### config.mk
export PLATFORM = sky130hd
export DESIGN_NAME = mbe_div_chain
export DESIGN_NICKNAME = d
export VERILOG_FILES = /design/src/rtl/mbe_div_cell.sv /design/src/rtl/mbe_div_chain.sv
export SDC_FILE = /design/constraint.sdc
export NUM_CORES = 2
export LEC_CHECK = 0
export BUFFER_PORTS_ARGS = -buffer_cell sky130_fd_sc_hd__buf_2
export CAP_MARGIN = 5
export CORE_MARGIN = 5
export CORE_UTILIZATION = 68
export DETAILED_ROUTE_END_ITERATION = 16
export PLACE_DENSITY = 0.85
export SYNTH_ARGS = -nofsm -noshare
export SYNTH_HDL_FRONTEND = slang
export SYNTH_HIERARCHICAL = 1
export SYNTH_SLANG_ARGS = --single-unit
export TNS_END_PERCENT = 20
### constraint.sdc
create_clock -name i_clk -period 3.9 [get_ports i_clk]
set_clock_uncertainty 0.05 [all_clocks]
set_input_delay 0 -clock i_clk [delete_from_list [all_inputs] [get_ports i_clk]]
set_output_delay 0 -clock i_clk [all_outputs]
set_load 0.03 [all_outputs]
### src/rtl/mbe_div_cell.sv
`default_nettype none

// One restoring division step: shift in the next dividend bit, subtract the
// divisor when it fits, and hand everything to the next cell.
module mbe_div_cell #(
    parameter int REM_W = 13,
    parameter int STEPS = 31,
    parameter int TAG_W = 3
) (
    input  logic             i_clk,
    input  logic             i_rst_n,
    input  logic             i_valid,
    input  logic [REM_W-1:0] i_rem,
    input  logic [STEPS-1:0] i_feed,
    input  logic [STEPS-1:0] i_quo,
    input  logic [REM_W-1:0] i_div,
    input  logic [TAG_W-1:0] i_tag,
    output logic             o_valid,
    output logic [REM_W-1:0] o_rem,
    output logic [STEPS-1:0] o_feed,
    output logic [STEPS-1:0] o_quo,
    output logic [REM_W-1:0] o_div,
    output logic [TAG_W-1:0] o_tag
);

    logic [REM_W:0]   w_trial;
    logic [REM_W:0]   w_diff;
    logic             w_take;
    logic             r_valid;
    logic [REM_W-1:0] r_rem;
    logic [STEPS-1:0] r_feed;
    logic [STEPS-1:0] r_quo;
    logic [REM_W-1:0] r_div;
    logic [TAG_W-1:0] r_tag;

    assign w_trial = {i_rem, i_feed[STEPS-1]};
    assign w_diff  = w_trial - {1'b0, i_div};
    assign w_take  = (w_trial >= {1'b0, i_div});

    always_ff @(posedge i_clk) begin
        if (!i_rst_n) begin
            r_valid <= 1'b0;
        end else begin
            r_valid <= i_valid;
        end
    end

    always_ff @(posedge i_clk) begin
        r_rem  <= w_take ? w_diff[REM_W-1:0] : w_trial[REM_W-1:0];
        r_feed <= {i_feed[STEPS-2:0], 1'b0};
        r_quo  <= {i_quo[STEPS-2:0], w_take};
        r_div  <= i_div;
        r_tag  <= i_tag;
    end

    assign o_valid = r_valid;
    assign o_rem   = r_rem;
    assign o_feed  = r_feed;
    assign o_quo   = r_quo;
    assign o_div   = r_div;
    assign o_tag   = r_tag;

endmodule

`default_nettype wire

### src/rtl/mbe_div_chain.sv
`default_nettype none

// A row of division cells. A new division may enter every cycle; the
// quotient is formed MSB first and leaves the last cell as a whole.
module mbe_div_chain #(
    parameter int REM_W = 13,
    parameter int STEPS = 31,
    parameter int TAG_W = 3
) (
    input  logic             i_clk,
    input  logic             i_rst_n,
    input  logic             i_valid,
    input  logic [REM_W-1:0] i_rem,
    input  logic [STEPS-1:0] i_feed,
    input  logic [REM_W-1:0] i_div,
    input  logic [TAG_W-1:0] i_tag,
    output logic             o_valid,
    output logic [STEPS-1:0] o_quo,
    output logic [TAG_W-1:0] o_tag
);

    logic             w_valid [0:STEPS];
    logic [STEPS-1:0] w_quo   [0:STEPS];
    logic [TAG_W-1:0] w_tag   [0:STEPS];
    logic [REM_W-1:0] w_rem   [0:STEPS-1];
    logic [STEPS-1:0] w_feed  [0:STEPS-1];
    logic [REM_W-1:0] w_div   [0:STEPS-1];

    assign w_valid[0] = i_valid;
    assign w_quo[0]   = '0;
    assign w_tag[0]   = i_tag;
    assign w_rem[0]   = i_rem;
    assign w_feed[0]  = i_feed;
    assign w_div[0]   = i_div;

    for (genvar k = 0; k < STEPS; k++) begin : g_cell
        if (k < STEPS - 1) begin : g_mid
            mbe_div_cell #(
                .REM_W (REM_W),
                .STEPS (STEPS),
                .TAG_W (TAG_W)
            ) u_cell (
                .i_clk   (i_clk),
                .i_rst_n (i_rst_n),
                .i_valid (w_valid[k]),
                .i_rem   (w_rem[k]),
                .i_feed  (w_feed[k]),
                .i_quo   (w_quo[k]),
                .i_div   (w_div[k]),
                .i_tag   (w_tag[k]),
                .o_valid (w_valid[k+1]),
                .o_rem   (w_rem[k+1]),
                .o_feed  (w_feed[k+1]),
                .o_quo   (w_quo[k+1]),
                .o_div   (w_div[k+1]),
                .o_tag   (w_tag[k+1])
            );
        end else begin : g_last
            mbe_div_cell #(
                .REM_W (REM_W),
                .STEPS (STEPS),
                .TAG_W (TAG_W)
            ) u_cell (
                .i_clk   (i_clk),
                .i_rst_n (i_rst_n),
                .i_valid (w_valid[k]),
                .i_rem   (w_rem[k]),
                .i_feed  (w_feed[k]),
                .i_quo   (w_quo[k]),
                .i_div   (w_div[k]),
                .i_tag   (w_tag[k]),
                .o_valid (w_valid[k+1]),
                .o_rem   (),
                .o_feed  (),
                .o_quo   (w_quo[k+1]),
                .o_div   (),
                .o_tag   (w_tag[k+1])
            );
        end
    end

    assign o_valid = w_valid[STEPS];
    assign o_quo   = w_quo[STEPS];
    assign o_tag   = w_tag[STEPS];

endmodule

`default_nettype wire

# Word level (Yosys, flattened, before mapping)
# Cells that the tools add are included.
[totals]
in_bits = 63
reg_bits = 1865
out_inout_bits = 35
wordCells = 274
[classes]
add_sub_neg = 30
n_lt_le_gt_ge = 31
mux = 30
[ops]
columns = ["operator", "count"]
rows = [
  ["14-bit by 13-bit >= comparator with 1-bit output", 31],
  ["13-bit 2-to-1 mux", 30],
  ["13-bit subtractor", 30],
]

# Logic depth before layout (Yosys ltp)
[depth]
word_depth = 2
depth_mapped = 11
mapped_depth_nobuf = 10

# Cells and area by module
# The synthesis kept the hierarchy.
[by_module_without_submodules]
columns = ["mod", "seq_area_each_um2", "cells_per_inst", "area_each_um2", "n_inst"]
rows = [
  ["mbe_div_cell", 1821.7, 212, 2746.4, 31],
  ["mbe_div_chain", 0.0, 1, 3.8, 1],
]

# Least setup slack after synthesis
# Ideal clock, no wire load.
[synth_timing]
path_kind = "reg2reg"
startpoint = "register g_cell[9].g_mid.u_cell.r_feed[30]"
endpoint = "register g_cell[10].g_mid.u_cell.r_rem[10]"
t_arrival_ps = 2347
path_stages_with_launch = 12
setup_slack_ps = 1381
t_required_ps = 3729
cell_sequence = "dfxtp_1 -> inv_1 -> ha_1 -> inv_1 -> fa_1 -> a21oi_1 -> o2111ai_2 -> a2111oi_2 -> or2_1 -> buf_6 -> inv_6 -> mux2_4"
[synth_between]
elab_chain_len = 2
elab_cells_between_ends = 3
cone_classes = "add/sub (1); order compare (1); mux (1)"
[synth_rtl]
columns = ["element", "line", "rtl"]
rows = [
  ["start, declared", "mbe_div_cell.sv:31", "logic [STEPS-1:0] r_feed;"],
  ["start signal, assigned", "mbe_div_cell.sv:50", "r_feed <= {i_feed[STEPS-2:0], 1'b0};"],
  ["14-bit by 13-bit >= comparator with 1-bit output", "mbe_div_cell.sv:38", "assign w_take = (w_trial >= {1'b0, i_div});"],
  ["via g_cell[10].g_mid.u_cell.w_take", "mbe_div_cell.sv:28", "logic w_take;"],
  ["13-bit 2-to-1 mux", "mbe_div_cell.sv:49", "r_rem <= w_take ? w_diff[REM_W-1:0] : w_trial[REM_W-1:0];"],
  ["end signal, assigned", "mbe_div_cell.sv:49", ""],
  ["end, declared", "mbe_div_cell.sv:30", "logic [REM_W-1:0] r_rem;"],
]
# The timed path passes the listed nets, and every way through them passes these cells.
# A chain may end at the register's enable or synchronous reset.

# Worst setup path in the final report
[layout_timing]
startpoint = "input i_feed[30]"
endpoint = "register g_cell[0].g_mid.u_cell.r_rem[6]"
[layout_between]
elab_chain_len = 2
elab_cells_between_ends = 3
cone_classes = "add/sub (1); order compare (1); mux (1)"
[layout_rtl]
columns = ["element", "line", "rtl"]
rows = [
  ["start, declared", "mbe_div_chain.sv:14", "input logic [STEPS-1:0] i_feed,"],
  ["14-bit by 13-bit >= comparator with 1-bit output", "mbe_div_cell.sv:38", ""],
  ["via g_cell[0].g_mid.u_cell.w_take", "mbe_div_cell.sv:28", ""],
  ["13-bit 2-to-1 mux", "mbe_div_cell.sv:49", ""],
  ["end signal, assigned", "mbe_div_cell.sv:49", ""],
  ["end, declared", "mbe_div_cell.sv:30", ""],
]
# The timed path passes the listed nets, and every way through them passes these cells.

==> impl_metrics.json <==
{
  "start_util": 0.686,
  "cp_top_family": "buffers and inverters",
  "cts_buffer_depth": 3,
  "start_kind": "input pin",
  "crit_path_cell_trace": "dlygate4sd3_1, buf_2, inv_1, ha_1, inv_1, fa_1, a21oi_1, o2111ai_2, a2111oi_2, or2_1, inv_6, mux2_4, dlygate4sd3_1",
  "crit_fanout": 10,
  "clkSlewWorstSetupHoldPaths_ns": 0.06,
  "syn2layout_area_growth_pct": 13.8,
  "avgViaCountPerCell": 5.66,
  "grt_pass1_wl_mm": 223,
  "cts_sinks": 1865,
  "root_buffer": "clkbuf_16",
  "multiInputGateArea_sq_mm": 0.0251,
  "reg2reg_from": "g_cell[6].g_mid.u_cell/o_div[0]$_DFF_P_",
  "slowest_delay_ns": 0.56,
  "postCtsSetupBuffers": 0,
  "min-delay-start": "i_rst_n",
  "crit_path_start": "i_feed[30]",
  "htreeDepth": 4,
  "final_antenna_net_count": 0,
  "synth_area_sq_mm": 0.0652,
  "p_per_area_mw_per_mm2": 1010,
  "rsz0062_at_grt": "no",
  "diodes": 0,
  "setup_tns_ns": 0,
  "vias": 41140,
  "tightest_slew_ns": 0.582,
  "routed_wl_mm": 140,
  "crit_arrival_ns": 3.86,
  "grt_max_degree": 32,
  "fp-row-count": 113,
  "cts_tree": "built",
  "drc": 0,
  "path_class": "input pin to register",
  "grt_usage": 0.269,
  "cp_num_buf_inv": 6,
  "setup_viol": 0,
  "postSynthAreaPerCell_sq_um": 11.9,
  "cts_buffers": 170,
  "regArea_sq_mm": 0.0373,
  "dr.pass1.iters": 6,
  "period_needed_ns": 3.26,
  "fillers": 5723,
  "dieArea_sq_mm": 0.102,
  "crit_slowest_cell": "dlygate4sd3_1",
  "syn-num-nets": 5989,
  "io_pins": 98,
  "nets": 6360,
  "min_path_type": "input pin to register",
  "finalHoldViolations": 0,
  "grt_pass1_vias": 42614,
  "worstSetupEndpointType": "register",
  "antenna_found_initial": 0,
  "p_leak_nw": 33.1,
  "post_cts_resize_count": 0,
  "hold_buffers": 133,
  "fin_crit_sh": 0.837,
  "crit_required_ns": 4.50,
  "max_freq_ghz": 0.306,
  "relSlewSlack": 0.610,
  "wl_per_cell_microns": 19.2,
  "maxSlewViolCount": 0,
  "whs_ns": 0.225,
  "status": "finished clean",
  "ys_warn_count": 6,
  "io_buffers": 97,
  "peakVddDrop_v": 0.000686,
  "core_sq_mm": 0.0950,
  "fp.dieW_microns": 320,
  "drt_iter0_drc": 2907,
  "synth_cells": 5492,
  "grt-ovfl-total": 0,
  "die_y_microns": 320,
  "worstSkewPairLatency_ns": 0.80,
  "drv_cap": 0,
  "routabilityCongestion": 0.900,
  "place_hpwl_mm": 94.1,
  "drive_above_1_share": 0.134
}
[flip-flops by register name, summed over array words and instances (netlist names)]
register,flops
g_cell.g_mid.u_cell/o_feed,465
g_cell.g_mid.u_cell/o_quo,465
g_cell.g_mid.u_cell/o_div,390
g_cell.g_mid.u_cell/o_rem,390
g_cell.g_mid.u_cell/o_tag,90
g_cell.g_last.u_cell/o_quo,31
g_cell.g_mid.u_cell/o_valid,30
g_cell.g_last.u_cell/o_tag,3
g_cell.g_last.u_cell/o_valid,1
[report_power, final]
part           internal, mW  total [mW]  switching, mW
logic                  14.4        29.8           15.4
registers              24.7        27.8           3.03
clock network          9.78        17.2           7.41
total                  48.9        74.7           25.8
[per-layer routing]
metal  share of wire  up-vias  GRT usage
li1                -    19833          -
met1            0.41    19562      0.325
met2            0.51     1368      0.485
met3           0.047      377     0.0396
met4           0.039        0      0.107
met5               0        -          0
[layout make-up]
| type | count | area share |
|---|---|---|
| clock buffer | 235 | 0.0652 |
| clock inverter | 76 | 0.0149 |
| inverter | 587 | 0.0318 |
| multi-input combinational | 3009 | 0.339 |
| sequential | 1865 | 0.503 |
| tap | 1265 | 0.0213 |
| timing repair buffer | 230 | 0.0245 |
[final timing paths]
kind	to	slack [ns]	cells after the start
max	g_cell[0].g_mid.u_cell/o_rem[6]$_DFF_P_	0.64	13
min	g_cell[9].g_mid.u_cell/o_valid$_SDFF_PN0_	0.23	3
max reg2reg	g_cell[7].g_mid.u_cell/o_rem[4]$_DFF_P_	0.67	9
min reg2reg	g_cell[3].g_mid.u_cell/o_quo[1]$_DFF_P_	0.26	0
[tightest hold or removal path: stages]
cell and delay (ns):
dlygate4sd3_1 0.56, buf_2 0.25, and2_1 0.20
[cells in the final DEF (no fill, tap or decap), types with 60 or more instances in the layout]
cell           count
a21o_1            61
a21oi_1          273
and2_1            62
buf_2             97
clkbuf_16        170
dfxtp_1         1865
dlygate4sd3_1    133
ha_1             403
inv_1            556
mux2_4           240
nand2_1          276
nand2b_1          60
nand3_1          122
nor2_1           151
nor3_1           122
o211ai_1          91
o21ai_0          150
o31ai_1           60
or3_1             61
xnor2_1          120
xor2_1           120
[metrics by stage]
stage	utilization	cell area, sq um	power [mW]	cells	worst slack, ns
floorplan	-	65200	51.1	5492	1.38
global placement	0.704	66900	55.7	6823	1.01
detailed placement	0.704	66900	56.6	6823	0.931
CTS	0.781	74200	74.6	7267	0.799
global route	0.781	74200	78.9	7267	0.475
finish	0.781	74200	74.7	7267	0.635
Power figures use the tool's default switching activity.
